==> config.mk <==
export PLATFORM = sky130hd
export DESIGN_NAME = three_osc_dds_mixer_top
export DESIGN_NICKNAME = d
export VERILOG_FILES = /design/src/rtl/dds_mix_pkg.sv /design/src/rtl/dds_mix_ctrl.sv /design/src/rtl/dds_mix_dp.sv /design/src/rtl/three_osc_dds_mixer_top.sv
export SDC_FILE = /design/constraint.sdc
export NUM_CORES = 2
export LEC_CHECK = 0
export BUFFER_PORTS_ARGS = -buffer_cell sky130_fd_sc_hd__buf_2
export CAP_MARGIN = 20
export CORE_UTILIZATION = 40
export DETAILED_ROUTE_END_ITERATION = 8
export PLACE_DENSITY = 0.61
export SYNTH_ARGS = -nofsm -noshare
export SYNTH_HDL_FRONTEND = slang
export SYNTH_SLANG_ARGS = --single-unit
==> constraint.sdc <==
create_clock -name clk_i -period 21 [get_ports clk_i]
set_clock_uncertainty 0.1 [all_clocks]
set_input_delay 1.05 -clock clk_i [delete_from_list [all_inputs] [get_ports clk_i]]
set_output_delay 1.05 -clock clk_i [all_outputs]
set_load 0.03 [all_outputs]
==> src/rtl/dds_mix_pkg.sv <==
`default_nettype none
package dds_mix_pkg;

  localparam int unsigned NUM_OSC    = 3;
  localparam int unsigned OSC_IDX_W  = 2;
  localparam int unsigned CFG_IDX_W  = 3;
  localparam int unsigned CFG_DATA_W = 32;

  localparam logic [11:0] FULL_SCALE = 12'hFFF;
  localparam logic [31:0] LFSR_TAPS  = 32'h8020_0003;
  localparam logic [30:0] Q30_ONE    = 31'h4000_0000;
  localparam logic [31:0] SIN_A      = 32'd1686629713;
  localparam logic [31:0] SIN_B      = 32'd693598670;
  localparam logic [31:0] SIN_C      = 32'd85569304;
  localparam logic [30:0] SIN_D      = 31'd5026996;

  typedef enum logic [2:0] {
    REG_SHAPE_A  = 3'd0,
    REG_SHAPE_B  = 3'd1,
    REG_SHAPE_C  = 3'd2,
    REG_OFFSET_A = 3'd3,
    REG_OFFSET_B = 3'd4,
    REG_OFFSET_C = 3'd5
  } cfg_reg_e;

  typedef enum logic [2:0] {
    SHAPE_SINE     = 3'd0,
    SHAPE_TRIANGLE = 3'd1,
    SHAPE_SAW_UP   = 3'd2,
    SHAPE_SAW_DOWN = 3'd3,
    SHAPE_SQUARE   = 3'd4,
    SHAPE_NOISE    = 3'd5
  } shape_e;

  typedef enum logic [3:0] {
    ST_IDLE,
    ST_ADV,
    ST_IDX,
    ST_WAVE,
    ST_SIN2,
    ST_SIN3,
    ST_SIN4,
    ST_SIN5,
    ST_SIN6,
    ST_GAIN,
    ST_ACC,
    ST_MIX,
    ST_DONE
  } ctrl_state_e;

  typedef enum logic [2:0] {
    MUL_NONE,
    MUL_R_R,
    MUL_X2_D,
    MUL_X2_C,
    MUL_X2_B,
    MUL_R_A,
    MUL_GAIN,
    MUL_MASTER
  } mul_op_e;

  typedef struct packed {
    logic [31:0] step_a;
    logic [31:0] step_b;
    logic [31:0] step_c;
    logic [16:0] width_a;
    logic [16:0] width_b;
    logic [16:0] width_c;
    logic [8:0]  gain_a;
    logic [8:0]  gain_b;
    logic [8:0]  gain_c;
    logic [8:0]  master_gain;
  } in_item_t;

  typedef struct packed {
    logic [11:0] level;
    logic [15:0] dac_code;
    logic        clipped;
  } out_item_t;

  typedef struct packed {
    logic    load;
    logic    advance;
    logic    index;
    logic    wave;
    mul_op_e mul_op;
    logic    keep_x2;
    logic    sine_done;
    logic    accumulate;
    logic    next_osc;
    logic    finish;
  } ctrl_cmd_t;

  typedef struct packed {
    logic is_sine;
    logic last_osc;
  } dp_sts_t;

  function automatic logic [15:0] dac_of(input logic [11:0] lvl);
    logic [15:0] b;
    b = {4'b0, lvl} + 16'd256;
    return (b << 4) - (b << 1);
  endfunction

endpackage
`default_nettype wire

==> src/rtl/dds_mix_ctrl.sv <==
`default_nettype none
module dds_mix_ctrl import dds_mix_pkg::*; (
  input  wire logic       clk_i,
  input  wire logic       rst_ni,
  input  wire logic       in_valid_i,
  output logic            in_ready_o,
  output logic            out_valid_o,
  input  wire logic       out_ready_i,
  input  wire dp_sts_t    sts_i,
  output ctrl_cmd_t       cmd_o
);

  ctrl_state_e state_q, state_d;
  logic        out_valid_q, out_valid_d;

  always_ff @(posedge clk_i or negedge rst_ni) begin
    if (!rst_ni) begin
      state_q     <= ST_IDLE;
      out_valid_q <= 1'b0;
    end else begin
      state_q     <= state_d;
      out_valid_q <= out_valid_d;
    end
  end

  always_comb begin
    state_d     = state_q;
    cmd_o       = '0;
    cmd_o.mul_op = MUL_NONE;
    in_ready_o  = 1'b0;
    out_valid_d = out_valid_q && !out_ready_i;
    unique case (state_q)
      ST_IDLE: begin
        in_ready_o = 1'b1;
        if (in_valid_i) begin
          cmd_o.load = 1'b1;
          state_d    = ST_ADV;
        end
      end
      ST_ADV: begin
        cmd_o.advance = 1'b1;
        state_d       = ST_IDX;
      end
      ST_IDX: begin
        cmd_o.index = 1'b1;
        state_d     = ST_WAVE;
      end
      ST_WAVE: begin
        if (sts_i.is_sine) begin
          cmd_o.mul_op = MUL_R_R;
          state_d      = ST_SIN2;
        end else begin
          cmd_o.wave = 1'b1;
          state_d    = ST_GAIN;
        end
      end
      ST_SIN2: begin
        cmd_o.mul_op  = MUL_X2_D;
        cmd_o.keep_x2 = 1'b1;
        state_d       = ST_SIN3;
      end
      ST_SIN3: begin
        cmd_o.mul_op = MUL_X2_C;
        state_d      = ST_SIN4;
      end
      ST_SIN4: begin
        cmd_o.mul_op = MUL_X2_B;
        state_d      = ST_SIN5;
      end
      ST_SIN5: begin
        cmd_o.mul_op = MUL_R_A;
        state_d      = ST_SIN6;
      end
      ST_SIN6: begin
        cmd_o.sine_done = 1'b1;
        state_d         = ST_GAIN;
      end
      ST_GAIN: begin
        cmd_o.mul_op = MUL_GAIN;
        state_d      = ST_ACC;
      end
      ST_ACC: begin
        cmd_o.accumulate = 1'b1;
        if (sts_i.last_osc) begin
          state_d = ST_MIX;
        end else begin
          cmd_o.next_osc = 1'b1;
          state_d        = ST_ADV;
        end
      end
      ST_MIX: begin
        cmd_o.mul_op = MUL_MASTER;
        state_d      = ST_DONE;
      end
      ST_DONE: begin
        if (!out_valid_q || out_ready_i) begin
          cmd_o.finish = 1'b1;
          out_valid_d  = 1'b1;
          state_d      = ST_IDLE;
        end
      end
      default: begin
        state_d = ST_IDLE;
      end
    endcase
  end

  assign out_valid_o = out_valid_q;

endmodule
`default_nettype wire

==> src/rtl/dds_mix_dp.sv <==
`default_nettype none
module dds_mix_dp import dds_mix_pkg::*; #(
  parameter int unsigned TABLE_ADDR_BITS = 16,
  parameter int unsigned OSC_COUNT       = 3
) (
  input  wire logic                  clk_i,
  input  wire logic                  rst_ni,
  input  wire logic                  cfg_we_i,
  input  wire logic [CFG_IDX_W-1:0]  cfg_idx_i,
  input  wire logic [CFG_DATA_W-1:0] cfg_data_i,
  input  wire in_item_t              in_data_i,
  input  wire ctrl_cmd_t             cmd_i,
  output dp_sts_t                    sts_o,
  output out_item_t                  out_data_o
);

  localparam logic [15:0] PhaseMask =
    16'(((32'd1 << TABLE_ADDR_BITS) - 32'd1) << (16 - TABLE_ADDR_BITS));

  logic [2:0]           shape_q  [NUM_OSC];
  logic [31:0]          offset_q [NUM_OSC];
  logic [31:0]          acc_q    [OSC_COUNT];
  in_item_t             in_q;
  logic [OSC_IDX_W-1:0] osc_q;
  logic [15:0]          p_q;
  logic [11:0]          v_q;
  logic [30:0]          x2_q;
  logic [61:0]          prod_q;
  logic [14:0]          sum_q;
  logic [31:0]          lfsr_q;
  out_item_t            out_q;

  logic [31:0] step_sel, acc_sel, offset_sel, phase_sum, lfsr_n;
  logic [16:0] width_sel;
  logic [8:0]  gain_sel;
  logic [2:0]  shape_sel;
  logic [14:0] r_val;
  logic [30:0] mul_a, mul_b, s_cap;
  logic [31:0] t_base, t_full, s_raw;
  logic [41:0] mag_full;
  logic [11:0] mag, v_sine, v_direct, noise_v, level;
  logic [16:0] mixed;
  logic        clip;

  always_ff @(posedge clk_i or negedge rst_ni) begin
    if (!rst_ni) begin
      for (int k = 0; k < NUM_OSC; k++) begin
        shape_q[k]  <= '0;
        offset_q[k] <= '0;
      end
    end else if (cfg_we_i) begin
      unique case (cfg_reg_e'(cfg_idx_i))
        REG_SHAPE_A:  shape_q[0]  <= cfg_data_i[2:0];
        REG_SHAPE_B:  shape_q[1]  <= cfg_data_i[2:0];
        REG_SHAPE_C:  shape_q[2]  <= cfg_data_i[2:0];
        REG_OFFSET_A: offset_q[0] <= cfg_data_i;
        REG_OFFSET_B: offset_q[1] <= cfg_data_i;
        REG_OFFSET_C: offset_q[2] <= cfg_data_i;
        default: ;
      endcase
    end
  end

  always_comb begin
    step_sel  = '0;
    width_sel = '0;
    gain_sel  = '0;
    case (osc_q)
      2'd0: begin
        step_sel  = in_q.step_a;
        width_sel = in_q.width_a;
        gain_sel  = in_q.gain_a;
      end
      2'd1: begin
        step_sel  = in_q.step_b;
        width_sel = in_q.width_b;
        gain_sel  = in_q.gain_b;
      end
      2'd2: begin
        step_sel  = in_q.step_c;
        width_sel = in_q.width_c;
        gain_sel  = in_q.gain_c;
      end
      default: ;
    endcase
  end

  assign shape_sel  = shape_q[osc_q];
  assign offset_sel = offset_q[osc_q];

  always_comb begin
    acc_sel = '0;
    for (int k = 0; k < OSC_COUNT; k++) begin
      if (osc_q == OSC_IDX_W'(k)) acc_sel = acc_q[k];
    end
  end

  for (genvar g = 0; g < OSC_COUNT; g++) begin : g_acc
    always_ff @(posedge clk_i or negedge rst_ni) begin
      if (!rst_ni) begin
        acc_q[g] <= '0;
      end else if (cmd_i.advance && osc_q == OSC_IDX_W'(g)) begin
        acc_q[g] <= acc_q[g] + step_sel;
      end
    end
  end

  assign phase_sum = acc_sel + offset_sel;

  assign lfsr_n = {1'b0, lfsr_q[31:1]} ^ (lfsr_q[0] ? LFSR_TAPS : 32'd0);
  assign noise_v = (lfsr_n[11:0] == FULL_SCALE) ? 12'd0 : lfsr_n[11:0];

  always_comb begin
    unique case (shape_sel)
      SHAPE_TRIANGLE: v_direct = p_q[15] ? ~p_q[14:3] : p_q[14:3];
      SHAPE_SAW_UP:   v_direct = p_q[15:4];
      SHAPE_SAW_DOWN: v_direct = ~p_q[15:4];
      SHAPE_SQUARE:   v_direct = ({1'b0, p_q} < width_sel) ? FULL_SCALE : 12'd0;
      SHAPE_NOISE:    v_direct = noise_v;
      default:        v_direct = 12'd0;
    endcase
  end

  assign r_val = p_q[14] ? (15'd16384 - {1'b0, p_q[13:0]}) : {1'b0, p_q[13:0]};

  always_comb begin
    unique case (cmd_i.mul_op)
      MUL_X2_C: t_base = SIN_C;
      MUL_X2_B: t_base = SIN_B;
      default:  t_base = SIN_A;
    endcase
    t_full = t_base - prod_q[61:30];
  end

  always_comb begin
    unique case (cmd_i.mul_op)
      MUL_R_R: begin
        mul_a = {16'b0, r_val};
        mul_b = {16'b0, r_val};
      end
      MUL_X2_D: begin
        mul_a = {prod_q[28:0], 2'b00};
        mul_b = SIN_D;
      end
      MUL_X2_C, MUL_X2_B: begin
        mul_a = x2_q;
        mul_b = t_full[30:0];
      end
      MUL_R_A: begin
        mul_a = {16'b0, r_val};
        mul_b = t_full[30:0];
      end
      MUL_GAIN: begin
        mul_a = {19'b0, v_q};
        mul_b = {22'b0, gain_sel};
      end
      MUL_MASTER: begin
        mul_a = {16'b0, sum_q};
        mul_b = {22'b0, in_q.master_gain};
      end
      default: begin
        mul_a = '0;
        mul_b = '0;
      end
    endcase
  end

  assign s_raw    = prod_q[45:14];
  assign s_cap    = (s_raw > {1'b0, Q30_ONE}) ? Q30_ONE : s_raw[30:0];
  assign mag_full = {s_cap, 11'b0} - {11'b0, s_cap} + 42'h0_2000_0000;
  assign mag      = mag_full[41:30];
  assign v_sine   = p_q[15] ? (12'd2048 - mag) : (12'd2048 + mag);

  assign mixed = prod_q[23:7];
  assign clip  = |mixed[16:12];
  assign level = clip ? FULL_SCALE : mixed[11:0];

  always_ff @(posedge clk_i or negedge rst_ni) begin
    if (!rst_ni) begin
      osc_q  <= '0;
      sum_q  <= '0;
      lfsr_q <= 32'd1;
    end else begin
      if (cmd_i.load) begin
        osc_q <= '0;
        sum_q <= '0;
      end
      if (cmd_i.next_osc) osc_q <= osc_q + OSC_IDX_W'(1);
      if (cmd_i.accumulate) sum_q <= sum_q + {2'b0, prod_q[20:8]};
      if (cmd_i.wave && shape_sel == SHAPE_NOISE) lfsr_q <= lfsr_n;
    end
  end

  always_ff @(posedge clk_i) begin
    if (cmd_i.load) in_q <= in_data_i;
    if (cmd_i.index) p_q <= phase_sum[31:16] & PhaseMask;
    if (cmd_i.wave) v_q <= v_direct;
    if (cmd_i.sine_done) v_q <= v_sine;
    if (cmd_i.keep_x2) x2_q <= {prod_q[28:0], 2'b00};
    if (cmd_i.mul_op != MUL_NONE) prod_q <= mul_a * mul_b;
    if (cmd_i.finish) begin
      out_q.level    <= level;
      out_q.dac_code <= dac_of(level);
      out_q.clipped  <= clip;
    end
  end

  assign sts_o.is_sine  = (shape_sel == SHAPE_SINE);
  assign sts_o.last_osc = (osc_q == OSC_IDX_W'(OSC_COUNT - 1));
  assign out_data_o     = out_q;

endmodule
`default_nettype wire

==> src/rtl/three_osc_dds_mixer_top.sv <==
// Three-oscillator DDS mixer.
// Input channel in_valid_i/in_ready_o carries one sample-tick request with
// tuning words, pulse widths, per-oscillator gains and the master gain.
// Output channel out_valid_o/out_ready_i returns one sample per request:
// limited level, DAC word and clip flag.
// Waveform shape and phase offset per oscillator are set through the write
// port (cfg_we_i, cfg_idx_i, cfg_data_i); the user writes them only while
// no request is in flight (not enforced by the block). One request is
// worked at a time by a state machine that drives a single shared 31x31
// multiplier. Each oscillator steps through the advance, index, waveform,
// gain and accumulate states, and also through SIN2 to SIN6 when it plays
// sine (polynomial evaluated over five multiplies). The next request is
// taken in the cycle after the result is loaded into the output register.
// A finished sample waits in the output register while the receiver stalls;
// a new request is accepted meanwhile, and its result is held back until
// the previous one is taken.
// Reset clears phase accumulators, shapes and offsets, and sets the noise
// register to one.
`default_nettype none
module three_osc_dds_mixer_top import dds_mix_pkg::*; #(
  parameter int unsigned TABLE_ADDR_BITS = 16,
  parameter int unsigned OSC_COUNT       = 3
) (
  input  wire logic                  clk_i,
  input  wire logic                  rst_ni,
  input  wire logic                  cfg_we_i,
  input  wire logic [CFG_IDX_W-1:0]  cfg_idx_i,
  input  wire logic [CFG_DATA_W-1:0] cfg_data_i,
  input  wire logic                  in_valid_i,
  output logic                       in_ready_o,
  input  wire in_item_t              in_data_i,
  output logic                       out_valid_o,
  input  wire logic                  out_ready_i,
  output out_item_t                  out_data_o
);

  ctrl_cmd_t cmd;
  dp_sts_t   sts;

  dds_mix_ctrl u_ctrl (
    .clk_i       (clk_i),
    .rst_ni      (rst_ni),
    .in_valid_i  (in_valid_i),
    .in_ready_o  (in_ready_o),
    .out_valid_o (out_valid_o),
    .out_ready_i (out_ready_i),
    .sts_i       (sts),
    .cmd_o       (cmd)
  );

  dds_mix_dp #(
    .TABLE_ADDR_BITS (TABLE_ADDR_BITS),
    .OSC_COUNT       (OSC_COUNT)
  ) u_dp (
    .clk_i      (clk_i),
    .rst_ni     (rst_ni),
    .cfg_we_i   (cfg_we_i),
    .cfg_idx_i  (cfg_idx_i),
    .cfg_data_i (cfg_data_i),
    .in_data_i  (in_data_i),
    .cmd_i      (cmd),
    .sts_o      (sts),
    .out_data_o (out_data_o)
  );

`ifndef SYNTHESIS
  a_busy_after_accept: assert property (@(posedge clk_i) disable iff (!rst_ni)
    in_valid_i && in_ready_o |=> !in_ready_o)
    else $error("request accepted while previous request still in work");

  a_clip_saturates: assert property (@(posedge clk_i) disable iff (!rst_ni)
    out_valid_o && out_data_o.clipped |-> out_data_o.level == FULL_SCALE)
    else $error("clip flag set without saturated level");

  a_dac_matches_level: assert property (@(posedge clk_i) disable iff (!rst_ni)
    out_valid_o |-> out_data_o.dac_code == dac_of(out_data_o.level))
    else $error("DAC word does not match level");
`endif

endmodule
`default_nettype wire
==> key figures <==
Timing
  • Final max-slew violation count: 0
  • Final Hold Fails: 0
  • F_max: 0.07715 GHz
  • Setup TNS: 0 ns
  • Slew at the pin closest to its max-slew limit: between 1 and 1.5 ns
  • Slew headroom: 18.12%
  • Final setup viols: 0
  • RSZ-0062 raised after global routing: no
  • Period utilization: 61.72%
  • Minimum clock period: 12.96 ns

Routing
  • Post-DRT Antenna Nets: 0
  • Vias per Instance: between 5 and 6
  • Iter 0 DRT Violations: 3824
  • Detailed Route WL: 198.4 mm
  • # DRC: 0
  • DR pass1 iterations: 7
  • DR vias: 48270
  • Avg WL per Cell: roughly 23 um

Logic synthesis
  • Register area share after synthesis: 25.75%
  • Seq cells post-synth: between 500 and 600
  • Top cell type by total area after synthesis: fa_1
  • Yosys warns: 0
  • Netlist cell types: just over 90
  • Nets in the synthesized netlist: about 8100
  • Yosys top cell area share: 26.71%
  • Post-synth top cells: inv_1, nand2_1, fa_1
  • Most frequent cell after synthesis: inv_1
  • Top cells by area, synth: fa_1, edfxtp_1, dfrtp_1, ha_1, inv_1
  • Mapped Area: approximately 63000 sq um
  • EDFF count, synth: 328
  • Post-synth top flop: edfxtp_1
  • Avg Synthesized Cell Area: 9.659 sq um
  • Async set-reset flop share out of synthesis: 43.74%
  • Cell count after synthesis: 6527

Clock network
  • # Post-CTS Setup Buffers: 0
  • Post-CTS Hold Buffers: 0
  • H-tree level count: 3
  • Total CTS buffers: 70
  • Root buffer cell: clkbuf_16
  • TritonCTS clock tree: built
  • Clock latency on the worst-skew pair: about 0.64 ns
  • Total clock sinks: approximately 580
  • CTS clk-pin slew, worst paths: 0.05 ns
  • CTS Buffer Depth: 3
  • Post-CTS sizing: 0

Worst setup path
  • Crit start category: register
  • CP max-delay cell: nor2b_1
  • Crit-path max FO: 47
  • Worst Reg-to-Reg Cells: 38
  • CP most frequent cell: fa_1
  • Worst path required time: 21.25 ns
  • Max incr delay on CP: 0.73 ns
  • CP endpoint kind: register
  • Crit path kind: register to register
  • CP Data Arrival Time: 13.21 ns

Global route
  • GRT Util Overall: 25.25%
  • Antenna violations before repair: 32
  • Total grt overflow: 0
  • Vias in the first global route: around 50000
  • First-pass GRT wire length: 303.7 mm
  • Largest net degree at the start of global routing: 145

Placed design
  • Port bufs: 252
  • GPL Wtd Cong: 0.9845
  • DP HPWL: 156.9 mm

Status
  • Run status: completed

Floorplanning
  • Die area: 159200 sq um
  • Die X: 399 um
  • IO Count: ~250
  • Core area: 156400 sq um
  • Starting density of the core: 40.31%
  • Row count: 145
  • Die Ht: 399 um

Job
  • MaxCap Viol Count: 0

Final layout
  • Utilization after layout: 44.20%
  • Share of cells above drive strength 1: 10.67%
  • Layout Nets: 8221
  • Syn-to-layout area delta: 9.653%

Pwr
  • Pleak: 32.17 nW
  • Max rail drop VDD: 0.1143 mV
  • Power per cell area: 146.8 nW/um^2

Worst hold path
  • Worst Hold Class: input pin to async pin
[worst paths after layout]
path	from	end	slack (ns)
setup / recovery	u_ctrl.state_q[2]	u_dp.prod_q[58]	8.04
hold / removal	rst_ni	u_dp.offset_q[70]	0.36
setup reg to reg	u_ctrl.state_q[2]	u_dp.prod_q[58]	8.04
hold reg to reg	u_dp.prod_q[0]	u_dp.x2_q[2]	0.36
max in group asynchronous	rst_ni	u_dp.osc_q[0]	19.04
min in group clk_i	u_dp.prod_q[0]	u_dp.x2_q[2]	0.36
[per-layer routing]
| layer | wire [um] | track usage, % | up-vias |
|---|---|---|---|
| met1 | 79380 | 32.07 | 24340 |
| met4 | 10260 | 11.50 | 36 |
| li1 | - | - | 21640 |
| met2 | 94190 | 41.82 | 1795 |
| met3 | 14310 | 4.598 | 465 |
| met5 | 243 | 0 | - |
[report_power, final]
| group | internal (W) | total (W) | leakage [nW] | switching (W) |
|---|---|---|---|---|
| Sequential | 0.00166 | 0.00196 | 6.27 | 0.000299 |
| Combinational | 0.00243 | 0.00701 | 24.8 | 0.00458 |
| Clock | 0.000669 | 0.00118 | 1.07 | 0.000511 |
[kinds of logic after synthesis]
family	Yosys count	share of synthesized area (%)
muxes	187	3.259
xor gates and xnor gates	256	3.568
buffers and inverters	1277	7.639
other	1	0.005948
adders and majority gates	1329	36.39
and+or+nand+nor	1892	12.88
DFF	583	25.75
AOI/OAI and AO/OA	1002	10.51
[per-stage QoR]
| stage | power (W) | hold WS, ns | cell area, sq um | setup WS, ns | cells |
|---|---|---|---|---|---|
| after floorplan | 0.006442 | 0.3252 | 63040 | 9.202 | 6527 |
| after global placement | 0.008756 | 0.3347 | 66820 | 8.251 | 8648 |
| after detailed placement | 0.008815 | 0.3511 | 66850 | 8.085 | 8651 |
| after CTS | 0.01010 | 0.3651 | 69060 | 8.027 | 8780 |
| after global routing | 0.01087 | 0.3764 | 69130 | 7.371 | 8787 |
| final | 0.01015 | 0.3602 | 69130 | 8.038 | 8788 |
[registers in the layout (all words and copies together) (netlist names)]
signal,cells
u_dp.out_data_o,27
u_dp.p_q,16
u_dp.offset_q,96
u_dp.v_q,12
u_dp.in_q,183
u_dp.shape_q,9
u_dp.sum_q,15
u_dp.osc_q,2
u_dp.lfsr_q,32
u_dp.acc_q,96
u_ctrl.state_q,4
u_dp.x2_q,29
u_ctrl.out_valid_o,1
u_dp.prod_q,61
[final cells by class]
| class | instances | area, sq um |
|---|---|---|
| Fill cell | 15090 | 87260 |
| Clock inverter | 36 | 314.1 |
| Sequential cell | 583 | 16230 |
| Clock buffer | 93 | 1898 |
| Inverter | 973 | 3657 |
| Tap cell | 2058 | 2575 |
| Timing Repair Buffer | 374 | 2232 |
| Multi-Input combinational cell | 4667 | 42210 |
| Antenna cell | 4 | 10.01 |
[critical path: cells and delay by family, from the launching register on]
family / cells / cell delay, ns
xor+xnor: 3 / 0.98
compound gates: 14 / 3.40
simple gates: 9 / 2.17
flops: 1 / 0.66
buf+inv: 2 / 0.75
fa+ha+maj: 10 / 4.60
[placed cells by master, fill, tap and decap left out, drive strengths merged, types with 26 or more instances in the layout]
| master | netlist | final |
|---|---|---|
| o21bai | 26 | 26 |
| fa | 841 | 841 |
| nand2 | 929 | 929 |
| and2 | 84 | 84 |
| ha | 488 | 488 |
| edfxtp | 328 | 328 |
| nor2 | 527 | 527 |
| a222oi | 66 | 66 |
| a21oi | 225 | 225 |
| buf | 29 | 374 |
| inv | 973 | 977 |
| nand2b | 38 | 38 |
| nand3 | 80 | 80 |
| nor3 | 49 | 49 |
| xor2 | 113 | 113 |
| a21o | 109 | 109 |
| dfrtp | 254 | 254 |
| a22oi | 38 | 38 |
| mux2i | 41 | 41 |
| clkbuf | 275 | 93 |
| mux2 | 146 | 146 |
| xnor2 | 143 | 143 |
| or2 | 29 | 29 |
| o21a | 51 | 51 |
| nor2b | 47 | 47 |
| o21ai | 272 | 272 |
(Power assumes the default switching activity.)
